### src/hdl/rrp_pkg.sv
`timescale 1ns / 1ps
// Shared types and constants of the request parser: phase codes, status
// codes, character codes and the result record. No dependencies.
package rrp_pkg;

	localparam int DEF_LEN_BITS = 16;
	localparam int DEF_ARG_BITS = 8;

	typedef enum logic [3:0] {
		PH_WAIT,
		PH_CNT_DIG,
		PH_CNT_LF,
		PH_DOLLAR,
		PH_LEN_DIG,
		PH_LEN_LF,
		PH_DATA,
		PH_DATA_CR,
		PH_DATA_LF
	} phase_t;

	localparam logic [1:0] ST_BUSY = 2'd0;
	localparam logic [1:0] ST_DONE = 2'd1;
	localparam logic [1:0] ST_ERR  = 2'd2;

	localparam logic [7:0] CH_STAR   = 8'h2A;
	localparam logic [7:0] CH_DOLLAR = 8'h24;
	localparam logic [7:0] CH_CR     = 8'h0D;
	localparam logic [7:0] CH_LF     = 8'h0A;
	localparam logic [7:0] CH_ZERO   = 8'h30;
	localparam logic [7:0] CH_NINE   = 8'h39;

	typedef struct packed {
		logic        payload_valid;
		logic [7:0]  payload_byte;
		logic [7:0]  arg_index;
		logic        arg_done;
		logic [15:0] arg_length;
		logic [1:0]  status;
		logic [7:0]  arg_count;
	} result_t;

endpackage

### src/hdl/resp_request_parser_core.sv
`timescale 1ns / 1ps
// Top level of the byte-serial request parser (array of bulk strings).
// Depends on rrp_pkg, rrp_in_stage, rrp_parse and rrp_out_stage.
//
//  channel | handshake              | payload
//  --------+------------------------+-------------------------------------------
//  input   | in_valid / in_ready    | in_byte
//  output  | out_valid / out_ready  | payload_valid payload_byte arg_index
//          |                        | arg_done arg_length status arg_count
//
// One result beat per input byte beat; one byte per cycle sustained while
// the output is not stalled. Path: byte register, then phase machine into
// the result register.
// Reset (arst_n low) empties both registers and puts the parser in the
// wait-for-asterisk phase with all counters at zero.
// A stalled output holds its beat; the input register still takes a byte
// while the result register is full, and ready drops only when both are full.
module resp_request_parser_core #(
	parameter int LEN_BITS = rrp_pkg::DEF_LEN_BITS,
	parameter int ARG_BITS = rrp_pkg::DEF_ARG_BITS
) (
	input  logic        clk,
	input  logic        arst_n,
	input  logic        in_valid,
	output logic        in_ready,
	input  logic [7:0]  in_byte,
	output logic        out_valid,
	input  logic        out_ready,
	output logic        payload_valid,
	output logic [7:0]  payload_byte,
	output logic [7:0]  arg_index,
	output logic        arg_done,
	output logic [15:0] arg_length,
	output logic [1:0]  status,
	output logic [7:0]  arg_count
);
	import rrp_pkg::*;

	logic       valid_s1;
	logic [7:0] byte_s1;
	logic       ready_s2;
	logic       step;
	result_t    res_d;
	result_t    res_s2;

	// advance a byte into the parser when the result register has room
	assign step = valid_s1 && ready_s2;

	rrp_in_stage u_in (
		.clk      (clk),
		.arst_n   (arst_n),
		.in_valid (in_valid),
		.in_ready (in_ready),
		.in_byte  (in_byte),
		.take     (ready_s2),
		.valid_s1 (valid_s1),
		.byte_s1  (byte_s1)
	);

	rrp_parse #(
		.LEN_BITS (LEN_BITS),
		.ARG_BITS (ARG_BITS)
	) u_parse (
		.clk     (clk),
		.arst_n  (arst_n),
		.step    (step),
		.byte_in (byte_s1),
		.res_d   (res_d)
	);

	rrp_out_stage u_out (
		.clk       (clk),
		.arst_n    (arst_n),
		.load      (step),
		.res_d     (res_d),
		.ready_s2  (ready_s2),
		.out_valid (out_valid),
		.out_ready (out_ready),
		.res_s2    (res_s2)
	);

	assign payload_valid = res_s2.payload_valid;
	assign payload_byte  = res_s2.payload_byte;
	assign arg_index     = res_s2.arg_index;
	assign arg_done      = res_s2.arg_done;
	assign arg_length    = res_s2.arg_length;
	assign status        = res_s2.status;
	assign arg_count     = res_s2.arg_count;

endmodule

### src/hdl/rrp_in_stage.sv
`timescale 1ns / 1ps
// Input register of the request parser: holds one byte beat until the
// parse stage takes it. Depends on nothing.
module rrp_in_stage (
	input  logic       clk,
	input  logic       arst_n,
	input  logic       in_valid,
	output logic       in_ready,
	input  logic [7:0] in_byte,
	input  logic       take,
	output logic       valid_s1,
	output logic [7:0] byte_s1
);

	assign in_ready = !valid_s1 || take;

	always_ff @(posedge clk or negedge arst_n) begin
		if (!arst_n) begin
			valid_s1 <= 1'b0;
		end else if (in_ready) begin
			valid_s1 <= in_valid;
		end
	end

	always_ff @(posedge clk) begin
		if (in_valid && in_ready) begin
			byte_s1 <= in_byte;
		end
	end

endmodule

### src/hdl/rrp_parse.sv
`timescale 1ns / 1ps
// Parse stage: phase machine, number accumulator and argument counters,
// one byte per step. Depends on rrp_pkg.
module rrp_parse #(
	parameter int LEN_BITS = rrp_pkg::DEF_LEN_BITS,
	parameter int ARG_BITS = rrp_pkg::DEF_ARG_BITS
) (
	input  logic             clk,
	input  logic             arst_n,
	input  logic             step,
	input  logic [7:0]       byte_in,
	output rrp_pkg::result_t res_d
);
	import rrp_pkg::*;

	localparam int NUM_BITS = (LEN_BITS > ARG_BITS) ? LEN_BITS : ARG_BITS;
	localparam int NW = NUM_BITS + 4;
	localparam logic [NW-1:0] ARG_LIMIT = NW'((64'd1 << ARG_BITS) - 64'd1);
	localparam logic [NW-1:0] LEN_LIMIT = NW'((64'd1 << LEN_BITS) - 64'd1);

	phase_t                phase_q, phase_d;
	logic [NUM_BITS-1:0]   accum_q, accum_d;
	logic [ARG_BITS-1:0]   expected_q, expected_d;
	logic [ARG_BITS-1:0]   seen_q, seen_d;
	logic [LEN_BITS-1:0]   left_q, left_d;
	logic [LEN_BITS-1:0]   curlen_q, curlen_d;

	logic                  is_digit;
	logic [7:0]            digit_full;
	logic [NW-1:0]         acc_ext;
	logic [NW-1:0]         mac;
	logic [NW-1:0]         limit;
	logic [ARG_BITS-1:0]   seen_inc;
	logic [LEN_BITS-1:0]   left_dec;
	logic                  err;
	logic                  complete;
	logic [ARG_BITS+7:0]   seen_wide;
	logic [ARG_BITS+7:0]   expected_wide;
	logic [LEN_BITS+15:0]  curlen_wide;

	assign is_digit   = (byte_in >= CH_ZERO) && (byte_in <= CH_NINE);
	assign digit_full = byte_in - CH_ZERO;
	assign acc_ext    = {4'd0, accum_q};
	// times ten as two shifts and an add
	assign mac   = (acc_ext << 3) + (acc_ext << 1) + {{NUM_BITS{1'b0}}, digit_full[3:0]};
	assign limit = (phase_q == PH_CNT_DIG) ? ARG_LIMIT : LEN_LIMIT;
	assign seen_inc = seen_q + 1'b1;
	assign left_dec = left_q - 1'b1;

	assign seen_wide     = {8'd0, seen_q};
	assign expected_wide = {8'd0, expected_q};
	assign curlen_wide   = {16'd0, curlen_q};

	// next state
	always_comb begin
		phase_d    = phase_q;
		accum_d    = accum_q;
		expected_d = expected_q;
		seen_d     = seen_q;
		left_d     = left_q;
		curlen_d   = curlen_q;
		err        = 1'b0;
		complete   = 1'b0;
		unique case (phase_q)
			PH_WAIT: begin
				if (byte_in == CH_STAR) begin
					accum_d = '0;
					phase_d = PH_CNT_DIG;
				end else begin
					err = 1'b1;
				end
			end
			PH_CNT_DIG, PH_LEN_DIG: begin
				if (is_digit) begin
					accum_d = mac[NUM_BITS-1:0];
					if (mac > limit) err = 1'b1;
				end else if (byte_in == CH_CR) begin
					phase_d = (phase_q == PH_CNT_DIG) ? PH_CNT_LF : PH_LEN_LF;
				end else begin
					err = 1'b1;
				end
			end
			PH_CNT_LF: begin
				if (byte_in != CH_LF) begin
					err = 1'b1;
				end else begin
					expected_d = accum_q[ARG_BITS-1:0];
					seen_d     = '0;
					if (accum_q == '0) complete = 1'b1;
					else phase_d = PH_DOLLAR;
				end
			end
			PH_DOLLAR: begin
				if (byte_in == CH_DOLLAR) begin
					accum_d = '0;
					phase_d = PH_LEN_DIG;
				end else begin
					err = 1'b1;
				end
			end
			PH_LEN_LF: begin
				if (byte_in != CH_LF) begin
					err = 1'b1;
				end else begin
					curlen_d = accum_q[LEN_BITS-1:0];
					left_d   = accum_q[LEN_BITS-1:0];
					phase_d  = (accum_q == '0) ? PH_DATA_CR : PH_DATA;
				end
			end
			PH_DATA: begin
				left_d = left_dec;
				if (left_dec == '0) phase_d = PH_DATA_CR;
			end
			PH_DATA_CR: begin
				if (byte_in == CH_CR) phase_d = PH_DATA_LF;
				else err = 1'b1;
			end
			PH_DATA_LF: begin
				if (byte_in != CH_LF) begin
					err = 1'b1;
				end else begin
					seen_d = seen_inc;
					if (seen_inc == expected_q) complete = 1'b1;
					else phase_d = PH_DOLLAR;
				end
			end
			default: err = 1'b1;
		endcase
		// drop back to waiting with all counters cleared
		if (err || complete) begin
			phase_d    = PH_WAIT;
			accum_d    = '0;
			expected_d = '0;
			seen_d     = '0;
			left_d     = '0;
			curlen_d   = '0;
		end
	end

	// result fields
	always_comb begin
		res_d.arg_index     = (phase_q == PH_WAIT) ? 8'd0 : seen_wide[7:0];
		res_d.payload_valid = (phase_q == PH_DATA) && !err;
		res_d.payload_byte  = res_d.payload_valid ? byte_in : 8'd0;
		res_d.arg_done      = (phase_q == PH_DATA_LF) && !err;
		res_d.arg_length    = res_d.arg_done ? curlen_wide[15:0] : 16'd0;
		res_d.arg_count     = (complete && phase_q == PH_DATA_LF) ? expected_wide[7:0] : 8'd0;
		if (err) res_d.status = ST_ERR;
		else if (complete) res_d.status = ST_DONE;
		else res_d.status = ST_BUSY;
	end

	always_ff @(posedge clk or negedge arst_n) begin
		if (!arst_n) begin
			phase_q    <= PH_WAIT;
			accum_q    <= '0;
			expected_q <= '0;
			seen_q     <= '0;
			left_q     <= '0;
			curlen_q   <= '0;
		end else if (step) begin
			phase_q    <= phase_d;
			accum_q    <= accum_d;
			expected_q <= expected_d;
			seen_q     <= seen_d;
			left_q     <= left_d;
			curlen_q   <= curlen_d;
		end
	end

`ifndef SYNTHESIS
	a_done_idle: assert property (@(posedge clk) disable iff (!arst_n)
		step && res_d.status == ST_DONE |=> phase_q == PH_WAIT && seen_q == '0)
		else $error("parser not idle after request complete");
	a_err_idle: assert property (@(posedge clk) disable iff (!arst_n)
		step && res_d.status == ST_ERR |=> phase_q == PH_WAIT && accum_q == '0)
		else $error("parser not idle after parse error");
	a_hold: assert property (@(posedge clk) disable iff (!arst_n)
		!step |=> $stable(phase_q) && $stable(seen_q) && $stable(left_q))
		else $error("parser state moved without a step");
	a_data_left: assert property (@(posedge clk) disable iff (!arst_n)
		phase_q == PH_DATA |-> left_q != '0)
		else $error("payload phase with no bytes left");
	a_seen_bound: assert property (@(posedge clk) disable iff (!arst_n)
		phase_q >= PH_DOLLAR |-> seen_q < expected_q)
		else $error("argument index reached the argument count");
`endif

endmodule

### src/hdl/rrp_out_stage.sv
`timescale 1ns / 1ps
// Result register of the request parser: holds one result beat until the
// consumer takes it. Depends on rrp_pkg.
module rrp_out_stage (
	input  logic             clk,
	input  logic             arst_n,
	input  logic             load,
	input  rrp_pkg::result_t res_d,
	output logic             ready_s2,
	output logic             out_valid,
	input  logic             out_ready,
	output rrp_pkg::result_t res_s2
);
	import rrp_pkg::*;

	assign ready_s2 = !out_valid || out_ready;

	always_ff @(posedge clk or negedge arst_n) begin
		if (!arst_n) begin
			out_valid <= 1'b0;
		end else if (ready_s2) begin
			out_valid <= load;
		end
	end

	always_ff @(posedge clk) begin
		if (load) begin
			res_s2 <= res_d;
		end
	end

endmodule
### config.mk
export PLATFORM = sky130hd
export DESIGN_NAME = resp_request_parser_core
export DESIGN_NICKNAME = d
export VERILOG_FILES = /design/src/hdl/rrp_pkg.sv /design/src/hdl/resp_request_parser_core.sv /design/src/hdl/rrp_in_stage.sv /design/src/hdl/rrp_parse.sv /design/src/hdl/rrp_out_stage.sv
export SDC_FILE = /design/constraint.sdc
export NUM_CORES = 1
export LEC_CHECK = 0
export BUFFER_PORTS_ARGS = -buffer_cell sky130_fd_sc_hd__buf_2
export CAP_MARGIN = 20
export CORE_MARGIN = 2
export CORE_UTILIZATION = 60
export CTS_CLUSTER_SIZE = 14
export DETAILED_ROUTE_END_ITERATION = 12
export PLACE_DENSITY = 0.8
export SLEW_MARGIN = 10
export SYNTH_ARGS = -nofsm -noshare
export SYNTH_HDL_FRONTEND = slang
export SYNTH_SLANG_ARGS = --single-unit
### constraint.sdc
create_clock -name clk -period 15.95 [get_ports clk]
set_input_delay 0.7975 -clock clk [delete_from_list [all_inputs] [get_ports clk]]
set_output_delay 0.7975 -clock clk [all_outputs]
set_load 0.02 [all_outputs]
======== Yosys cells after proc, flatten, opt, wreduce, memory -nomap -nowiden ========
Cells that the tools add are included.
storage, ports and cells
  register bits ........................... 122
  bits of input ports ..................... 12
  output and inout port bits .............. 46
  logic and storage cells ................. 125
operators by class
  add/subtract/negate cells ............... 5
  magnitude comparators ................... 3
  equal/unequal tests ..................... 26
  multiplexer cells ....................... 46
  reduce and logical (&&, ||, !) cells .... 29
operators with widths
  operator                 number
  $mux W16                 9
  $mux W4                  12
  $mux W8                  6
  $pmux W16 S3             1
  $logic_not A16 Y1        2
  $pmux W16 S2             1
  $pmux W4 S8              1
  $add A19 B17 Y20         1
  $add A20 B4 Y20          1
  $gt A20 B20 Y1           1
  $ne A3 B1 Y1 const B     6
  $ne A3 B3 Y1 const B     6
  $eq A4 B3 Y1 const B     4
  $eq A8 B6 Y1 const B     2
  $pmux W8 S2              1
  $sub A16 B1 Y16 const B  1
  $reduce_and A13 Y1       1
  $mux W1                  12
  $reduce_and A3 Y1        3
  $reduce_bool A9 Y1       1
  $add A8 B1 Y8 const B    1
  $eq A4 B2 Y1 const B     2
  $eq A8 B4 Y1 const B     1
  $eq A8 B8 Y1             1
  other kinds (21)         32

======== Depth between registers and ports, before layout ========
  depth in word-level cells ............... 9
  depth in mapped cells ................... 24
  depth with buffers taken out ............ 23

======== By module ========
A second synthesis with hierarchy kept.
second synthesis, totals
  cells, all modules ...................... 676
  area, all modules ....................... 7,181.9 µm²
by module, submodules not included
  module                    instances  cells an instance  area an instance (µm²)  seq. area each (µm²)
  rrp_parse                 1          616                5,512.8                 1,701.6
  rrp_out_stage             1          47                 1,368.8                 1,346.3
  rrp_in_stage              1          12                 294.0                   265.3
  resp_request_parser_core  1          1                  6.3                     0.0

======== Worst setup path after synthesis ========
Ideal clock, no wire load.
  path kind ............................... flip-flop to flip-flop
  start point ............................. register u_parse.accum_q[0]
  end point ............................... register u_parse.curlen_q[10]
  library setup time ...................... 66 ps
  arrival time ............................ 5,709 ps
  required time ........................... 15,884 ps
  setup slack ............................. 10,174 ps
  cell stages (with the launch flop) ...... 24
  path buffers ............................ 1
  period minus slack after synthesis ...... 5,776 ps
  path through ............................ dfrtp_1 > inv_1 > fa_1 > inv_1 > fa_1 > a211o_1 > and2_1 > o31ai_1 > nand2b_1 > a211o_1 > o211ai_1 > nor2b_1 > xor2_1 > inv_1 > ha_1 > and4_1 > or4b_1 > o41a_1 > a2111oi_4 > a31oi_2 > or2_4 > o21ai_4 > buf_6 > a22o_1
between the ends
  cells in the longest elaborated chain, start to end .. 9
  elaborated cells between the ends (all ways) .. 15
  classes of those cells .................. add/sub (2); order compare (1); eq/ne (1); mux (7); reduce/logical (4)
RTL lines
  what                                                                 RTL line          RTL
  start: declaration                                                   rrp_parse.sv:22   logic [NUM_BITS-1:0] accum_q, accum_d;
  start signal: assignment                                             rrp_parse.sv:163  accum_q <= accum_d;
  $add A19 B17 Y20                                                     rrp_parse.sv:45   assign mac = (acc_ext << 3) + (acc_ext << 1) + {{NUM_BITS{1'b0}}, digit_full[3:0]};
  $add A20 B4 Y20                                                      rrp_parse.sv:45
  $gt A20 B20 Y1                                                       rrp_parse.sv:76   if (mac > limit) err = 1'b1;
  $mux W1                                                              rrp_parse.sv:76
  $mux W1                                                              rrp_parse.sv:74   if (is_digit) begin
  $pmux W1 S6                                                          rrp_parse.sv:64   unique case (phase_q)
  $logic_or A1 B1 Y1 *                                                 rrp_parse.sv:130  if (err || complete) begin
  $ne A2 B2 Y1 (no source line) or $reduce_bool A2 Y1 (tied branches)  --
  $reduce_and A3 Y1 (no source line)                                   --
  end signal: assignment                                               rrp_parse.sv:167  curlen_q <= curlen_d;
  end: declaration                                                     rrp_parse.sv:26   logic [LEN_BITS-1:0] curlen_q, curlen_d;
Every way passes the cells marked *; elsewhere a longest branch is shown, timed or not.
A chain may end at the register's enable or synchronous reset.

======== Worst setup path after layout ========
  start point ............................. register u_parse.accum_q[0]
  end point ............................... register u_parse.left_q[10]
between the ends
  cells in the longest elaborated chain, start to end .. 9
  elaborated cells between the ends (all ways) .. 15
  classes of those cells .................. add/sub (2); order compare (1); eq/ne (1); mux (7); reduce/logical (4)
RTL lines
  what                                                                 RTL line          RTL
  $add A19 B17 Y20                                                     rrp_parse.sv:45
  $add A20 B4 Y20                                                      rrp_parse.sv:45
  $gt A20 B20 Y1                                                       rrp_parse.sv:76
  $mux W1                                                              rrp_parse.sv:76
  $mux W1                                                              rrp_parse.sv:74
  $pmux W1 S6                                                          rrp_parse.sv:64
  $logic_or A1 B1 Y1 *                                                 rrp_parse.sv:130
  $ne A3 B3 Y1 (no source line) or $reduce_bool A3 Y1 (tied branches)  --
  $reduce_and A3 Y1 (no source line)                                   --
  end signal: assignment                                               rrp_parse.sv:166  left_q <= left_d;
  end: declaration                                                     rrp_parse.sv:25   logic [LEN_BITS-1:0] left_q, left_d;
Marked as above.

==> flow_metrics.tcl <==
set metrics [dict create \
    cp_common_cell "inv_1" \
    clockBufferDepth 2 \
    viasPerCell 6.44 \
    die_w_um 113 \
    p_per_area_nw_per_um2 117 \
    pre_cts_ws_ns 9.20 \
    layout-drive-gt1-share 0.149 \
    arrival_ns 7.12 \
    grt_pass1_wl_um 28300 \
    port_buffers 57 \
    dieArea_um2 12700 \
    end_kind "register" \
    hold_class "register to register" \
    critPathMaxStageDelay_ns 0.83 \
    synth_area_leader_cell "dfrtp_1" \
    synth_area_per_cell_um2 10.2 \
    start_util 0.620 \
    post_dp_cell_area_um2 7480 \
    yosysMostFrequentCell "dfrtp_1" \
    post-route-period-util 0.426 \
    finalHoldViolCount 0 \
    fin_crit_ns 6.79 \
    cts_root_buf "clkbuf_16" \
    postSynthCellCount 700 \
    gr-total-overflow 0 \
    cp_slowest_cell "nor3_2" \
    area_growth_pct 14.8 \
    core_area_um2 11500 \
    finalSetupTns_ns 0 \
    final-setup-viol-count 0 \
    required_ns 16.27 \
    num_io_pins 58 \
    synth_commonest_cells "dfrtp_1, edfxtp_1, nand2_1" \
    grt_max_degree 71 \
    p_leak_nw 3.73 \
    dp_hpwl_um 11800 \
    antenna_found_initial 0 \
    post-route-worst-setup-slack_ns 9.16 \
    nNetsFinal 808 \
    die_y_um 113 \
    async_flop_share 0.574 \
    ys_seq_elements 122 \
    whs_ns 0.495 \
    cts-htree-levels 4 \
    cts_hold_buf 0 \
    drc 0 \
    drt_wl_total_um 17000 \
    rows 39 \
    gp_congestion 0.922 \
    syn-num-nets 756 \
    ys_warn_count 0 \
    tightest_slew_ns 0.925 \
    cts_tree "done" \
    first_pass_iters 5 \
    cap_violations 0 \
    slew-limit-headroom 0.380 \
    ant_nets 0 \
    crit_fanout 14 \
    clkTransAtPathRegs_ns 0.06 \
    vias 5850 \
    status "finished clean" \
    synth_enable_flop_cells 52 \
    n_antenna_cell 0 \
    crit_path_start_kind "register" \
    crit_chain "inv_1, fa_1, inv_1, fa_1, a211o_1, and2_1, o31ai_1, nand2b_1, a211o_1, o211ai_1, nor2b_1, xor2_1, inv_1, ha_1, and4_1, or4b_1, o41a_1, a2111oi_4, a31oi_2, nor3_2, a22oi_1, o21ai_0" \
    power_mw 0.952 \
    path_buf_inv 3 \
    clock_latency_ns 0.42 \
    yosys-top-cells-area "dfrtp_1, edfxtp_1, ha_1" \
    critPathTopFamily "compound AO/OA/AOI/OAI gates" \
    grt_pass1_vias 5680 \
    ys.flop_type "dfrtp_1" \
    cts.sinks 122 \
    syn_area_um2 7110 \
    cts_buffers 17 \
    design_area_um2 8160 \
    grt_usage 0.279 \
    drt_iter0_drc 653 \
    maxSlewViolCount 0 \
    wire_per_inst_um 18.7 \
    fmax_mhz 147 \
    cts_resized 0 \
    synth_seq_area_share 0.466 \
    finClkSkew_ns 0.0110 \
    synth.distinct_cells 75 \
    synth.top_cell.area_share 0.247 \
    ir_worst_vdd_v 0.0000920 \
    crit_type "register to register" \
    cts_setup_buffers 0 \
    rsz0062_at_grt "no" \
]
## final timing paths
kind,endpoint,slack [ns],from,cells past startpoint
setup / recovery,u_parse.left_q[10],9.16,u_parse.accum_q[0],22
hold / removal,u_out.out_valid,0.49,u_in.valid_s1,1
setup reg to reg,u_parse.left_q[10],9.16,u_parse.accum_q[0],22
hold reg to reg,u_out.out_valid,0.49,u_in.valid_s1,1
max in group asynchronous,u_parse.curlen_q[14],14.78,arst_n,2
min in group asynchronous,u_out.out_valid,0.58,arst_n,2
## sequential cells by signal, summed over array words and instances, names as in the netlist
| signal | cells |
|---|---|
| u_in.valid_s1 | 1 |
| u_out.res_s2 | 44 |
| u_out.out_valid | 1 |
| u_in.byte_s1 | 8 |
| u_parse.phase_q | 4 |
| u_parse.expected_q | 8 |
| u_parse.curlen_q | 16 |
| u_parse.left_q | 16 |
| u_parse.seen_q | 8 |
| u_parse.accum_q | 16 |
## power breakdown
group	total (mW)	leakage (nW)	switching (mW)	internal, mW
registers	0.363	1.48	0.0178	0.345
clock network	0.426	0.318	0.143	0.283
logic	0.163	1.93	0.109	0.0540
## stage by stage
step                std cells  utilization
global route              908        0.711
detailed placement        874        0.652
floorplan                 700            -
CTS                       906        0.709
global placement          874        0.652
finish                    908        0.711
## cells in the final DEF, fill, tap and decap left out, types with 23 or more instances in the layout
cell      netlist  layout
dfrtp_1        70      70
buf_2           8      58
edfxtp_1       52      52
nand2_1        46      46
nor2_1         44      44
o21ai_0        42      42
ha_1           42      42
a21oi_1        38      38
and2_1         30      30
a22o_1         26      26
inv_1          24      23
## cell families (layout without fill, tap and decap cells)
kind of cell | Yosys count | in the layout | synth area share
simple gates | 245 | 245 | 0.183
mux | 3 | 3 | 0.00423
compound gates | 204 | 204 | 0.202
fa+ha+maj | 44 | 44 | 0.0796
buf+inv | 55 | 120 | 0.0315
xor+xnor | 27 | 27 | 0.0333
flops | 122 | 122 | 0.466
## worst reg2reg max path: cells and delay by family (launching register included)
| family | cells | cell delay (ns) |
|---|---|---|
| flops | 1 | 0.50 |
| fa+ha+maj | 3 | 1.25 |
| xor+xnor | 1 | 0.23 |
| buf+inv | 3 | 0.29 |
| compound gates | 9 | 2.48 |
| simple gates | 6 | 1.96 |
## cell type report
cell class / count / area, um^2
multi-input cells: 523 / 3570
flip-flops and latches: 122 / 3310
fillers: 809 / 3310
clock buffers: 19 / 443
repair buffers: 64 / 343
clock inverters: 13 / 215
well taps: 143 / 179
inverters: 24 / 90.1
## layer usage
metal,GRT usage,vias up,wire length (um)
met5,0,-,0
met4,0.101,0,417
met3,0.0578,40,1230
met2,0.454,257,8250
met1,0.373,2829,7060
li1,-,2724,-
Note: power is estimated with default switching activity, not from simulation.
